### src/rtl/thermocouple_trimmed_mean_filter_core_assert.svh
// assertion macros for the thermocouple trimmed mean filter core
// expects i_clk and i_rst_n in the scope of every use
`ifndef THERMOCOUPLE_TRIMMED_MEAN_FILTER_CORE_ASSERT_SVH
`define THERMOCOUPLE_TRIMMED_MEAN_FILTER_CORE_ASSERT_SVH

// consequent must hold in the same cycle as the antecedent
`define TTMF_CHECK_NOW(lbl, ante, cons) \
    lbl: assert property (@(posedge i_clk) disable iff (!i_rst_n) (ante) |-> (cons)) \
        else $error("ttmf same-cycle check failed");

// consequent must hold in the cycle after the antecedent
`define TTMF_CHECK_NEXT(lbl, ante, cons) \
    lbl: assert property (@(posedge i_clk) disable iff (!i_rst_n) (ante) |=> (cons)) \
        else $error("ttmf next-cycle check failed");

`endif

### src/rtl/ttmf_pkg.sv
// shared types, codes and constants of the thermocouple trimmed mean filter
// no dependencies; used by every module of the block
package ttmf_pkg;

    // field widths
    localparam int TEMP_W  = 17;
    localparam int ADC_W   = 16;
    localparam int VREF_W  = 12;
    localparam int TIP_W   = 2;
    localparam int LIMIT_W = 16;
    localparam int CFG_W   = 16;
    localparam int CFG_IDX_W = 2;
    localparam int DEN_W   = 18;

    // temperatures in 1/16 degree
    localparam logic [TEMP_W-1:0] CLEAR_TEMP = 17'd480;
    localparam logic [TEMP_W-1:0] TEMP_MAX   = 17'd131071;

    // reading scale: 16000 / 128, the rest of the scale lives in the divisor
    localparam logic [6:0] SCALE_MUL = 7'd125;

    // register indexes
    localparam logic [CFG_IDX_W-1:0] CFG_TIP   = 2'd0;
    localparam logic [CFG_IDX_W-1:0] CFG_VREF  = 2'd1;
    localparam logic [CFG_IDX_W-1:0] CFG_LIMIT = 2'd2;

    // register reset values
    localparam logic [TIP_W-1:0]   TIP_RESET   = 2'd0;
    localparam logic [VREF_W-1:0]  VREF_RESET  = 12'd3300;
    localparam logic [LIMIT_W-1:0] LIMIT_RESET = 16'd8000;

    // tip codes
    localparam logic [TIP_W-1:0] TIP_T12    = 2'd0;
    localparam logic [TIP_W-1:0] TIP_JBC245 = 2'd1;
    localparam logic [TIP_W-1:0] TIP_JBC210 = 2'd2;

    // word operations
    localparam logic OP_SAMPLE = 1'b0;
    localparam logic OP_QUERY  = 1'b1;

    // cell commands
    typedef logic [1:0] t_cell_cmd;
    localparam t_cell_cmd CELL_HOLD   = 2'd0;
    localparam t_cell_cmd CELL_REMOVE = 2'd1;
    localparam t_cell_cmd CELL_INSERT = 2'd2;

    typedef struct packed {
        logic              op;
        logic [ADC_W-1:0]  adc_value;
    } t_in_word;

    typedef struct packed {
        logic [TEMP_W-1:0] sample_temp;
        logic [TEMP_W-1:0] running_mean;
        logic [TEMP_W-1:0] trimmed_mean;
        logic              over_range;
    } t_out_word;

    // what one sorted cell shows its neighbors
    typedef struct packed {
        logic              hit;
        logic              vac;
        logic [TEMP_W-1:0] val;
    } t_cell_out;

    // divisor 4096 * 201 * D / 128 for tip constant D thousandths of mV
    function automatic logic [DEN_W-1:0] tip_den(input logic [TIP_W-1:0] tip);
        logic [DEN_W-1:0] d;
        case (tip)
            TIP_T12:    d = 18'd141504;
            TIP_JBC245: d = 18'd160800;
            TIP_JBC210: d = 18'd45024;
            default:    d = '0;
        endcase
        return d;
    endfunction

    // half of the divisor, for round to nearest
    function automatic logic [DEN_W-1:0] tip_bias(input logic [TIP_W-1:0] tip);
        logic [DEN_W-1:0] b;
        case (tip)
            TIP_T12:    b = 18'd70752;
            TIP_JBC245: b = 18'd80400;
            TIP_JBC210: b = 18'd22512;
            default:    b = '0;
        endcase
        return b;
    endfunction

endpackage

### src/rtl/ttmf_cell.sv
// one cell of the sorted temperature row: holds one value and a vacancy flag
// depends on ttmf_pkg; neighbors exchange t_cell_out every cycle
module ttmf_cell (
    input  logic                          i_clk,
    input  logic                          i_rst_n,
    input  ttmf_pkg::t_cell_cmd           i_cmd,
    input  logic [ttmf_pkg::TEMP_W-1:0]   i_key,
    input  ttmf_pkg::t_cell_out           i_below,
    input  ttmf_pkg::t_cell_out           i_above,
    output ttmf_pkg::t_cell_out           o_cell
);

    logic [ttmf_pkg::TEMP_W-1:0] r_val;
    logic [ttmf_pkg::TEMP_W-1:0] n_val;
    logic                        r_vac;
    logic                        n_vac;
    logic                        w_hit;

    // remove shifts the upper part down, insert shifts it up
    always_comb begin
        n_val = r_val;
        n_vac = r_vac;
        case (i_cmd)
            ttmf_pkg::CELL_REMOVE: begin
                w_hit = r_vac | (r_val >= i_key);
                if (w_hit) begin
                    n_val = i_above.val;
                    n_vac = i_above.vac;
                end
            end
            ttmf_pkg::CELL_INSERT: begin
                w_hit = r_vac | (r_val > i_key);
                if (w_hit) begin
                    if (i_below.hit) begin
                        n_val = i_below.val;
                        n_vac = i_below.vac;
                    end else begin
                        n_val = i_key;
                        n_vac = 1'b0;
                    end
                end
            end
            default: begin
                w_hit = 1'b0;
            end
        endcase
    end

    always_ff @(posedge i_clk) begin
        if (!i_rst_n) begin
            r_val <= ttmf_pkg::CLEAR_TEMP;
            r_vac <= 1'b0;
        end else begin
            r_val <= n_val;
            r_vac <= n_vac;
        end
    end

    assign o_cell = '{hit: w_hit, vac: r_vac, val: r_val};

endmodule

### src/rtl/ttmf_conv.sv
// reading to temperature conversion with a bit-serial rounding divider
// depends on ttmf_pkg; one quotient bit per cycle, saturates at the field maximum
module ttmf_conv (
    input  logic                          i_clk,
    input  logic                          i_rst_n,
    input  logic                          i_start,
    input  logic [ttmf_pkg::ADC_W-1:0]    i_adc,
    input  logic [ttmf_pkg::TIP_W-1:0]    i_tip,
    input  logic [ttmf_pkg::VREF_W-1:0]   i_vref,
    output logic                          o_done,
    output logic [ttmf_pkg::TEMP_W-1:0]   o_temp
);

    localparam int PROD_W = ttmf_pkg::VREF_W + ttmf_pkg::ADC_W;
    localparam int NUM_W  = 35;
    localparam int REM_W  = ttmf_pkg::DEN_W;
    localparam int QUO_W  = ttmf_pkg::TEMP_W;
    localparam int CNT_W  = $clog2(QUO_W + 1);

    localparam logic [2:0] C_IDLE  = 3'd0;
    localparam logic [2:0] C_MUL   = 3'd1;
    localparam logic [2:0] C_SCALE = 3'd2;
    localparam logic [2:0] C_LOAD  = 3'd3;
    localparam logic [2:0] C_DIV   = 3'd4;

    logic [2:0]                   r_state;
    logic [CNT_W-1:0]             r_cnt;
    logic                         r_done;
    logic [ttmf_pkg::ADC_W-1:0]   r_adc;
    logic [PROD_W-1:0]            r_prod;
    logic [NUM_W-1:0]             r_num;
    logic [ttmf_pkg::DEN_W-1:0]   r_den;
    logic                         r_zero;
    logic [REM_W-1:0]             r_rem;
    logic [QUO_W-1:0]             r_quo;
    logic [ttmf_pkg::TEMP_W-1:0]  r_temp;
    logic [REM_W:0]               w_trial;
    logic [REM_W:0]               w_diff;
    logic                         w_ge;

    // one restoring division step
    always_comb begin
        w_trial = {r_rem, r_quo[QUO_W-1]};
        w_ge    = (w_trial >= {1'b0, r_den});
        w_diff  = w_trial - {1'b0, r_den};
    end

    // control
    always_ff @(posedge i_clk) begin
        if (!i_rst_n) begin
            r_state <= C_IDLE;
            r_done  <= 1'b0;
            r_cnt   <= '0;
        end else begin
            r_done <= 1'b0;
            case (r_state)
                C_IDLE: begin
                    if (i_start) begin
                        r_state <= C_MUL;
                    end
                end
                C_MUL: begin
                    r_state <= C_SCALE;
                end
                C_SCALE: begin
                    r_state <= C_LOAD;
                end
                C_LOAD: begin
                    if (r_zero || (r_num >= {r_den, {QUO_W{1'b0}}})) begin
                        r_done  <= 1'b1;
                        r_state <= C_IDLE;
                    end else begin
                        r_cnt   <= CNT_W'(QUO_W);
                        r_state <= C_DIV;
                    end
                end
                C_DIV: begin
                    r_cnt <= r_cnt - 1'b1;
                    if (r_cnt == CNT_W'(1)) begin
                        r_done  <= 1'b1;
                        r_state <= C_IDLE;
                    end
                end
                default: begin
                    r_state <= C_IDLE;
                end
            endcase
        end
    end

    // datapath
    always_ff @(posedge i_clk) begin
        case (r_state)
            C_IDLE: begin
                if (i_start) begin
                    r_adc <= i_adc;
                end
            end
            C_MUL: begin
                r_prod <= i_vref * r_adc;
            end
            C_SCALE: begin
                r_num  <= NUM_W'(r_prod) * NUM_W'(ttmf_pkg::SCALE_MUL)
                          + NUM_W'(ttmf_pkg::tip_bias(i_tip));
                r_den  <= ttmf_pkg::tip_den(i_tip);
                r_zero <= (ttmf_pkg::tip_den(i_tip) == '0);
            end
            C_LOAD: begin
                if (r_zero) begin
                    r_temp <= '0;
                end else if (r_num >= {r_den, {QUO_W{1'b0}}}) begin
                    r_temp <= ttmf_pkg::TEMP_MAX;
                end
                r_rem <= r_num[NUM_W-1 -: REM_W];
                r_quo <= r_num[QUO_W-1:0];
            end
            C_DIV: begin
                r_rem <= w_ge ? w_diff[REM_W-1:0] : w_trial[REM_W-1:0];
                r_quo <= {r_quo[QUO_W-2:0], w_ge};
                if (r_cnt == CNT_W'(1)) begin
                    r_temp <= {r_quo[QUO_W-2:0], w_ge};
                end
            end
            default: begin
            end
        endcase
    end

    assign o_done = r_done;
    assign o_temp = r_temp;

endmodule

### src/rtl/ttmf_cdiv.sv
// division of a sum by a fixed count: reciprocal multiply plus one correction
// depends on ttmf_pkg; two register stages, the estimate and the corrected quotient
module ttmf_cdiv #(
    parameter int IN_W    = 21,
    parameter int DIVISOR = 16
) (
    input  logic                          i_clk,
    input  logic [IN_W-1:0]               i_dividend,
    output logic [ttmf_pkg::TEMP_W-1:0]   o_quotient
);

    localparam int SH     = IN_W;
    localparam int M_W    = IN_W + 1;
    localparam int P_W    = IN_W + M_W;
    localparam int K_W    = $clog2(DIVISOR + 1);
    localparam int X_W    = IN_W + K_W;
    localparam logic [M_W-1:0] RECIP = M_W'((64'd1 << SH) / DIVISOR);
    localparam logic [K_W-1:0] DIV_K = K_W'(DIVISOR);

    logic [P_W-1:0]                r_prod;
    logic [IN_W-1:0]               r_dvd;
    logic [ttmf_pkg::TEMP_W-1:0]   w_q0;
    logic [X_W-1:0]                w_back;
    logic [X_W-1:0]                w_rem;
    logic [ttmf_pkg::TEMP_W-1:0]   r_q;

    // estimate, low by at most one
    always_ff @(posedge i_clk) begin
        r_prod <= P_W'(i_dividend) * P_W'(RECIP);
        r_dvd  <= i_dividend;
    end

    // remainder check and correction
    always_comb begin
        w_q0   = r_prod[SH +: ttmf_pkg::TEMP_W];
        w_back = X_W'(w_q0) * X_W'(DIV_K);
        w_rem  = X_W'(r_dvd) - w_back;
    end

    always_ff @(posedge i_clk) begin
        r_q <= (w_rem >= X_W'(DIVISOR)) ? w_q0 + 1'b1 : w_q0;
    end

    assign o_quotient = r_q;

endmodule

### src/rtl/thermocouple_trimmed_mean_filter_core.sv
// Thermocouple trimmed mean filter. Each input word either stores a reading
// (op 0) or only reports (op 1); every word gives one output word with the
// converted sample, the mean of the last RING_LENGTH temperatures and the mean
// with the TRIM_COUNT largest (at most RING_LENGTH - 1) left out. A stored
// reading passes the bit-serial conversion divider, the sorted cell row (remove
// the oldest, insert the new), the mean dividers, handshake and setup; the
// divider is skipped when the conversion saturates or the tip code is unused.
// A report-only or rejected reading skips the divider and the cell row. The
// output register lets a finished word wait for the sink. The user must write
// the registers only while no word is in flight; the block does not enforce it.
// depends on ttmf_pkg, ttmf_cell, ttmf_conv, ttmf_cdiv and the assertion header
`include "thermocouple_trimmed_mean_filter_core_assert.svh"

module thermocouple_trimmed_mean_filter_core #(
    parameter int RING_LENGTH = 16,
    parameter int TRIM_COUNT  = 5
) (
    input  logic                             i_clk,
    input  logic                             i_rst_n,
    input  logic                             i_in_valid,
    output logic                             o_in_ready,
    input  ttmf_pkg::t_in_word               i_in_word,
    output logic                             o_out_valid,
    input  logic                             i_out_ready,
    output ttmf_pkg::t_out_word              o_out_word,
    input  logic                             i_cfg_we,
    input  logic [ttmf_pkg::CFG_IDX_W-1:0]   i_cfg_idx,
    input  logic [ttmf_pkg::CFG_W-1:0]       i_cfg_data
);

    localparam int TRIM_EFF = (TRIM_COUNT > RING_LENGTH - 1) ? RING_LENGTH - 1 : TRIM_COUNT;
    localparam int KEEP     = RING_LENGTH - TRIM_EFF;
    localparam int IDX_W    = $clog2(RING_LENGTH);
    localparam int SUM_W    = ttmf_pkg::TEMP_W + $clog2(RING_LENGTH);
    localparam int SUM_XW   = SUM_W + 1;
    localparam int TW       = ttmf_pkg::TEMP_W;

    localparam logic [2:0] ST_IDLE   = 3'd0;
    localparam logic [2:0] ST_CONV   = 3'd1;
    localparam logic [2:0] ST_REMOVE = 3'd2;
    localparam logic [2:0] ST_INSERT = 3'd3;
    localparam logic [2:0] ST_MEAN0  = 3'd4;
    localparam logic [2:0] ST_MEAN1  = 3'd5;
    localparam logic [2:0] ST_OUT    = 3'd6;

    logic [2:0]                        r_state;
    logic [ttmf_pkg::TIP_W-1:0]        r_tip;
    logic [ttmf_pkg::VREF_W-1:0]       r_vref;
    logic [ttmf_pkg::LIMIT_W-1:0]      r_adc_limit;
    logic [IDX_W-1:0]                  r_widx;
    logic [SUM_W-1:0]                  r_ring_sum;
    logic [SUM_W-1:0]                  r_trim_sum;
    logic [RING_LENGTH-1:0]            r_ring_vld;
    logic [TW-1:0]                     r_ring_mem [RING_LENGTH];
    logic [TW-1:0]                     r_old;
    logic [TW-1:0]                     r_new;
    logic [TW-1:0]                     r_sample;
    logic                              r_over;
    logic                              r_out_valid;
    ttmf_pkg::t_out_word               r_out_word;

    logic                              w_in_acc;
    logic                              w_take;
    logic                              w_conv_done;
    logic [TW-1:0]                     w_conv_temp;
    logic                              w_out_load;
    ttmf_pkg::t_cell_cmd               w_cmd;
    logic [TW-1:0]                     w_key;
    ttmf_pkg::t_cell_out               w_chain [RING_LENGTH + 1];
    ttmf_pkg::t_cell_out               w_below [RING_LENGTH];
    logic [TW-1:0]                     w_run_mean;
    logic [TW-1:0]                     w_trim_mean;

    // handshake
    assign o_in_ready = (r_state == ST_IDLE);
    assign w_in_acc   = i_in_valid && o_in_ready;
    assign w_take     = w_in_acc && (i_in_word.op == ttmf_pkg::OP_SAMPLE)
                        && (i_in_word.adc_value <= r_adc_limit);
    assign w_out_load = (r_state == ST_OUT) && (!r_out_valid || i_out_ready);

    // configuration registers
    always_ff @(posedge i_clk) begin
        if (!i_rst_n) begin
            r_tip       <= ttmf_pkg::TIP_RESET;
            r_vref      <= ttmf_pkg::VREF_RESET;
            r_adc_limit <= ttmf_pkg::LIMIT_RESET;
        end else if (i_cfg_we) begin
            case (i_cfg_idx)
                ttmf_pkg::CFG_TIP:   r_tip       <= i_cfg_data[ttmf_pkg::TIP_W-1:0];
                ttmf_pkg::CFG_VREF:  r_vref      <= i_cfg_data[ttmf_pkg::VREF_W-1:0];
                ttmf_pkg::CFG_LIMIT: r_adc_limit <= i_cfg_data[ttmf_pkg::LIMIT_W-1:0];
                default: begin
                end
            endcase
        end
    end

    // conversion unit
    ttmf_conv u_conv (
        .i_clk   (i_clk),
        .i_rst_n (i_rst_n),
        .i_start (w_take),
        .i_adc   (i_in_word.adc_value),
        .i_tip   (r_tip),
        .i_vref  (r_vref),
        .o_done  (w_conv_done),
        .o_temp  (w_conv_temp)
    );

    // sorted cell row
    always_comb begin
        case (r_state)
            ST_REMOVE: w_cmd = ttmf_pkg::CELL_REMOVE;
            ST_INSERT: w_cmd = ttmf_pkg::CELL_INSERT;
            default:   w_cmd = ttmf_pkg::CELL_HOLD;
        endcase
        w_key = (r_state == ST_REMOVE) ? r_old : r_new;
    end

    assign w_chain[RING_LENGTH] = '{hit: 1'b1, vac: 1'b1, val: '0};

    for (genvar gi = 0; gi < RING_LENGTH; gi++) begin : g_cell
        if (gi == 0) begin : g_floor
            assign w_below[gi] = '{hit: 1'b0, vac: 1'b0, val: '0};
        end else begin : g_link
            assign w_below[gi] = w_chain[gi-1];
        end
        ttmf_cell u_cell (
            .i_clk   (i_clk),
            .i_rst_n (i_rst_n),
            .i_cmd   (w_cmd),
            .i_key   (w_key),
            .i_below (w_below[gi]),
            .i_above (w_chain[gi+1]),
            .o_cell  (w_chain[gi])
        );
    end

    // temperature ring, unwritten entries read as the clear temperature
    always_ff @(posedge i_clk) begin
        if (r_state == ST_REMOVE) begin
            r_ring_mem[r_widx] <= r_new;
        end
        r_old <= r_ring_vld[r_widx] ? r_ring_mem[r_widx] : ttmf_pkg::CLEAR_TEMP;
    end

    // sequencer, sums and ring pointer
    always_ff @(posedge i_clk) begin
        if (!i_rst_n) begin
            r_state    <= ST_IDLE;
            r_widx     <= '0;
            r_ring_vld <= '0;
            r_ring_sum <= SUM_W'(ttmf_pkg::CLEAR_TEMP * RING_LENGTH);
            r_trim_sum <= SUM_W'(ttmf_pkg::CLEAR_TEMP * KEEP);
        end else begin
            case (r_state)
                ST_IDLE: begin
                    if (w_in_acc) begin
                        r_state <= w_take ? ST_CONV : ST_MEAN0;
                    end
                end
                ST_CONV: begin
                    if (w_conv_done) begin
                        r_state <= ST_REMOVE;
                    end
                end
                ST_REMOVE: begin
                    r_ring_sum <= SUM_W'(SUM_XW'(r_ring_sum) + SUM_XW'(r_new)
                                         - SUM_XW'(r_old));
                    // oldest value sat in the kept part: the next one up slides in
                    if (w_chain[KEEP-1].hit) begin
                        r_trim_sum <= SUM_W'(SUM_XW'(r_trim_sum) + SUM_XW'(w_chain[KEEP].val)
                                             - SUM_XW'(r_old));
                    end
                    r_ring_vld[r_widx] <= 1'b1;
                    r_state <= ST_INSERT;
                end
                ST_INSERT: begin
                    // new value lands in the kept part: the top kept one drops out
                    if (w_chain[KEEP-1].hit) begin
                        r_trim_sum <= SUM_W'(SUM_XW'(r_trim_sum) + SUM_XW'(r_new)
                                             - SUM_XW'(w_chain[KEEP-1].val));
                    end
                    r_widx  <= (r_widx == IDX_W'(RING_LENGTH - 1)) ? '0 : r_widx + 1'b1;
                    r_state <= ST_MEAN0;
                end
                ST_MEAN0: begin
                    r_state <= ST_MEAN1;
                end
                ST_MEAN1: begin
                    r_state <= ST_OUT;
                end
                ST_OUT: begin
                    if (w_out_load) begin
                        r_state <= ST_IDLE;
                    end
                end
                default: begin
                    r_state <= ST_IDLE;
                end
            endcase
        end
    end

    // per word payload
    always_ff @(posedge i_clk) begin
        if (w_in_acc) begin
            r_sample <= '0;
            r_over   <= (i_in_word.op == ttmf_pkg::OP_SAMPLE)
                        && (i_in_word.adc_value > r_adc_limit);
        end else if (r_state == ST_REMOVE) begin
            r_sample <= r_new;
        end
        if ((r_state == ST_CONV) && w_conv_done) begin
            r_new <= w_conv_temp;
        end
    end

    // means
    ttmf_cdiv #(.IN_W(SUM_W), .DIVISOR(RING_LENGTH)) u_run_div (
        .i_clk      (i_clk),
        .i_dividend (r_ring_sum),
        .o_quotient (w_run_mean)
    );

    ttmf_cdiv #(.IN_W(SUM_W), .DIVISOR(KEEP)) u_trim_div (
        .i_clk      (i_clk),
        .i_dividend (r_trim_sum),
        .o_quotient (w_trim_mean)
    );

    // output register
    always_ff @(posedge i_clk) begin
        if (!i_rst_n) begin
            r_out_valid <= 1'b0;
        end else if (w_out_load) begin
            r_out_valid <= 1'b1;
        end else if (i_out_ready) begin
            r_out_valid <= 1'b0;
        end
    end

    always_ff @(posedge i_clk) begin
        if (w_out_load) begin
            r_out_word <= '{sample_temp:  r_sample,
                            running_mean: w_run_mean,
                            trimmed_mean: w_trim_mean,
                            over_range:   r_over};
        end
    end

    assign o_out_valid = r_out_valid;
    assign o_out_word  = r_out_word;

    // checks
    `TTMF_CHECK_NEXT(a_busy_after_accept, w_in_acc, !o_in_ready)
    `TTMF_CHECK_NOW(a_conv_done_in_conv, w_conv_done, r_state == ST_CONV)
    `TTMF_CHECK_NOW(a_trim_le_ring, r_state == ST_IDLE, r_trim_sum <= r_ring_sum)
    for (genvar gk = 0; gk < RING_LENGTH - 1; gk++) begin : g_chk
        `TTMF_CHECK_NOW(a_cells_sorted, r_state == ST_IDLE, !w_chain[gk].vac && (w_chain[gk].val <= w_chain[gk+1].val))
    end

endmodule

### config.mk
export PLATFORM = sky130hd
export DESIGN_NAME = thermocouple_trimmed_mean_filter_core
export DESIGN_NICKNAME = d
export VERILOG_FILES = /design/src/rtl/ttmf_pkg.sv /design/src/rtl/ttmf_cell.sv /design/src/rtl/ttmf_conv.sv /design/src/rtl/ttmf_cdiv.sv /design/src/rtl/thermocouple_trimmed_mean_filter_core.sv
export VERILOG_INCLUDE_DIRS = /design/src /design/src/rtl
export SDC_FILE = /design/constraint.sdc
export NUM_CORES = 2
export LEC_CHECK = 0
export BUFFER_PORTS_ARGS = -buffer_cell sky130_fd_sc_hd__buf_2
export CORE_ASPECT_RATIO = 2
export CORE_MARGIN = 2
export CORE_UTILIZATION = 28
export CTS_CLUSTER_DIAMETER = 150
export DETAILED_ROUTE_END_ITERATION = 8
export PLACE_DENSITY_LB_ADDON = 0.05
export SYNTH_ARGS = -nofsm -noshare
export SYNTH_HDL_FRONTEND = slang
export SYNTH_SLANG_ARGS = --single-unit
### constraint.sdc
create_clock -name i_clk -period 6.7 [get_ports i_clk]
set_input_delay 1.005 -clock i_clk [delete_from_list [all_inputs] [get_ports i_clk]]
set_output_delay 1.005 -clock i_clk [all_outputs]
set_load 0.05 [all_outputs]
==> flow_metrics.env <==
export IMPL_status="completed"
export IMPL_dieArea_mm2=0.2580
export IMPL_critPathSlowestCell="dfxtp_1"
export IMPL_p_leak_nw=34.27
export IMPL_clockBufferDepth=3
export IMPL_cellPowerDensity_mw_per_mm2=351.1
export IMPL_cts_root_buf="clkbuf_16"
export IMPL_worstPathRequired_ns=7.20
export IMPL_wl_mm=273.4
export IMPL_core_area_mm2=0.2524
export IMPL_crit_top_cell="fa_1"
export IMPL_cts_setup_buffers=0
export IMPL_worstMarginPinSlew_ns=1.154
export IMPL_dr_pass1_iters=5
export IMPL_grt_use_total=0.2113
export IMPL_dpl_worst_slack_ns=0.2691
export IMPL_p_int_mw=16.14
export IMPL_fin_crit_sh=0.9328
export IMPL_setup_worst_path_class="reg -> reg"
export IMPL_h_tree_depth=3
export IMPL_clkPwrFrac=0.228
export IMPL_synth_area_leaders="edfxtp_1 (20%), dfxtp_1 (15%), ha_1 (13%)"
export IMPL_grt_pass1_vias=55950
export IMPL_skew_ns=0.04137
export IMPL_power_frac_comb=0.508
export IMPL_final_cells=10380
export IMPL_final_common_cell="inv_1"
export IMPL_cts_tree="built"
export IMPL_clk_pin_slew_ns=0.07
export IMPL_min_period_ns=6.250
export IMPL_syn_inst=6870
export IMPL_p_total_mw=28.11
export IMPL_netlist_area_mm2=0.07105
export IMPL_cts_resized=0
export IMPL_antenna_found_initial=10
export IMPL_final_setup_tns_ns=0
export IMPL_ys_warn_count=0
export IMPL_endpoint_kind="flop"
export IMPL_vias=51590
export IMPL_post_drt_wl_per_cell_um=26.34
export IMPL_portBuffers=93
export IMPL_maxSlewHeadroom=0.2265
export IMPL_finalSetupViolCount=0
export IMPL_start_kind="flop"
export IMPL_vias_per_cell=4.969
export IMPL_hold_viol_final=0
export IMPL_maxCapViolCount=0
export IMPL_slew_violations=0
export IMPL_ys_flop_type="dfxtp_1"
export IMPL_synth_top_area_frac=0.2029
export IMPL_grt_pass1_wl_mm=394.4
export IMPL_worst_path_stages=20
export IMPL_die_y_um=716.4
export IMPL_dp_hpwl_mm=214.6
export IMPL_cp_buffers_inverters=4
export IMPL_start_util=0.2814
export IMPL_numPlacedInstances=10170
export IMPL_rsz0062_at_grt="false"
export IMPL_io_pins=94
export IMPL_drtAntennaViolNets=0
export IMPL_holdCritPathClass="reg -> reg"
export IMPL_gp_congestion=0.8484
export IMPL_regArea_mm2=0.02476
export IMPL_switchingPower_mw=11.97
export IMPL_fin_ws_ns=0.4505
export IMPL_overflow=0
export IMPL_numCtsBuffers=112
export IMPL_fmax_mhz=160.0
export IMPL_area_growth_pct=12.72
export IMPL_ys_seq_area_frac=0.3483
export IMPL_drive_gt1_frac=0.1183
export IMPL_crit_arrival_ns=6.75
export IMPL_final_cell_mix="inv_1 (856), ha_1 (765), nand2_1 (599)"
export IMPL_crit_family="adder cells"
export IMPL_final_util=0.3172
export IMPL_nets=8275
export IMPL_cp_max_fo=11
export IMPL_crit_chain="buf_4 -> nand2_1 -> fa_1 -> fa_1 -> inv_1 -> fa_1 -> fa_1 -> inv_1 -> fa_1 -> inv_1 -> ha_1 -> o21ai_0 -> nand2b_1 -> a31oi_1 -> a21oi_1 -> a21o_1 -> o21ai_0 -> o21ai_0 -> a21oi_1 -> xnor2_1"
export IMPL_clock_latency_ns=0.78
export IMPL_multi_input_area_mm2=0.04217
export IMPL_synth_edff_count=480
export IMPL_swShare=0.4258
export IMPL_drtIter0Drc=2492
export IMPL_cp_slowest_stage_delay_ns=0.61
export IMPL_max_vdd_ir_drop_v=0.0004075
export IMPL_fillers=26070
export IMPL_synth_net_count=8148
export IMPL_ys_types=91
export IMPL_post_synth_cell_area_avg_um2=10.34
export IMPL_p_seq_frac=0.264
export IMPL_async_reset_ff_frac=0
export IMPL_route_detailed_drc=0
export IMPL_rr_worst_depth=20
export IMPL_holdPathStages=0
export IMPL_ys_ff_latch=996
export IMPL_holdBufCountCts=0
export IMPL_grt_max_degree=125
export IMPL_rows=261
export IMPL_die_x_um=360.2
export IMPL_clock_sinks=996
export IMPL_synth_largest_area_cell="edfxtp_1"
[cells by family (layout without fill, tap and decap cells)]
kind of cell / after synthesis / count (layout) / share of synthesized area
muxes: 477 / 477 / 0.08570
buffers and inverters: 1156 / 1379 / 0.06166
AOI/OAI and AO/OA: 1450 / 1450 / 0.1269
DFF: 996 / 996 / 0.3483
and+or+nand+nor: 1411 / 1411 / 0.09207
other: 0 / 1 / 0
xor gates and xnor gates: 142 / 142 / 0.01751
adders and majority gates: 1238 / 1238 / 0.2679
[worst register-to-register path: cells and delay by family (launching register included)]
family	cells	cell delay (ns)
AO/OA/AOI/OAI	7	1.96
XOR/XNOR	1	0.09
adder cells (fa/ha/maj)	6	2.71
buffers and inverters	4	0.43
flip-flops	1	0.61
AND/OR/NAND/NOR	2	0.19
[synthesized netlist by cell type (all sizes together) (9+ instances only)]
| master | count |
|---|---|
| a211o | 9 |
| a311oi | 10 |
| o2111ai | 14 |
| dfxtp | 516 |
| a21o | 163 |
| inv | 859 |
| or3 | 29 |
| buf | 47 |
| clkbuf | 249 |
| a211oi | 68 |
| and2 | 74 |
| o32a | 16 |
| a32o | 14 |
| nor4 | 19 |
| a21boi | 12 |
| nand2 | 600 |
| a221oi | 10 |
| and3 | 23 |
| o21ai | 391 |
| nand2b | 38 |
| mux2i | 228 |
| o31a | 27 |
| o21a | 37 |
| nand4 | 65 |
| ha | 766 |
| nand3 | 91 |
| o21bai | 14 |
| nor2b | 70 |
| o211ai | 51 |
| mux4 | 89 |
| nor2 | 279 |
| a31oi | 49 |
| o31ai | 22 |
| xnor2 | 105 |
| mux2 | 160 |
| fa | 472 |
| edfxtp | 480 |
| xor2 | 37 |
| a21oi | 470 |
| nor3 | 62 |
| nand3b | 9 |
| or2 | 17 |
[sequential cells by signal (all words and copies together) (netlist names), 12 cells and up]
name                   flops
g_cell.u_cell.r_val      272
r_ring_mem               272
o_out_word                52
u_conv.r_num              35
u_conv.r_prod             28
r_ring_sum                21
r_trim_sum                21
u_trim_div.r_dvd          21
u_conv.r_rem              18
r_new                     17
r_old                     17
r_sample                  17
u_conv.o_temp             17
u_conv.r_quo              17
u_run_div.o_quotient      17
u_run_div.r_dvd           17
u_trim_div.o_quotient     17
u_trim_div.r_prod         17
g_cell.u_cell.r_vac       16
r_adc_limit               16
r_ring_vld                16
u_conv.r_adc              16
r_vref                    12
[area by class of cell]
type                            instances  area share
Multi-Input combinational cell       4718      0.5267
Sequential cell                       996      0.3092
Tap cell                             3287     0.05136
Inverter                              860     0.04040
Clock buffer                          141     0.03751
Timing Repair Buffer                  309     0.02678
Clock inverter                         69    0.008094
Antenna cell                            1  0.00003125
[per-stage QoR]
stage | hold WS [ns] | cell area (um2)
finish | 0.3254 | 80080
global placement | 0.3100 | 76420
floorplan | 0.3096 | 71050
CTS | 0.3263 | 80070
detailed placement | 0.3121 | 76420
global route | 0.3301 | 80080
[power by group through the flow]
stage	combinational, mW	sequential, mW	clock (mW)
3_5_place_dp	14.6	7.57	0
2_1_floorplan	10.0	7.40	0
5_1_grt	16.1	7.45	6.82
4_1_cts	14.6	7.44	6.64
3_3_place_gp	14.5	7.57	0
6_report	14.3	7.42	6.41
[routing by layer]
metal  up-vias  global-route usage  share of wire
met5         -                   0       0.000066
met2       835              0.4591           0.61
met3       396             0.01881          0.023
met1     26060              0.1882           0.32
li1      24290                   -              -
met4         2             0.09577          0.051
[worst paths after layout]
kind	start	to	slack [ns]
setup / recovery	r_vref[3]	u_conv.r_prod[27]	0.45
hold / removal	u_run_div.r_dvd[13]	u_run_div.o_quotient[9]	0.33
setup reg to reg	r_vref[3]	u_conv.r_prod[27]	0.45
hold reg to reg	u_run_div.r_dvd[13]	u_run_div.o_quotient[9]	0.33
Note: power is estimated with default switching activity, not from simulation.
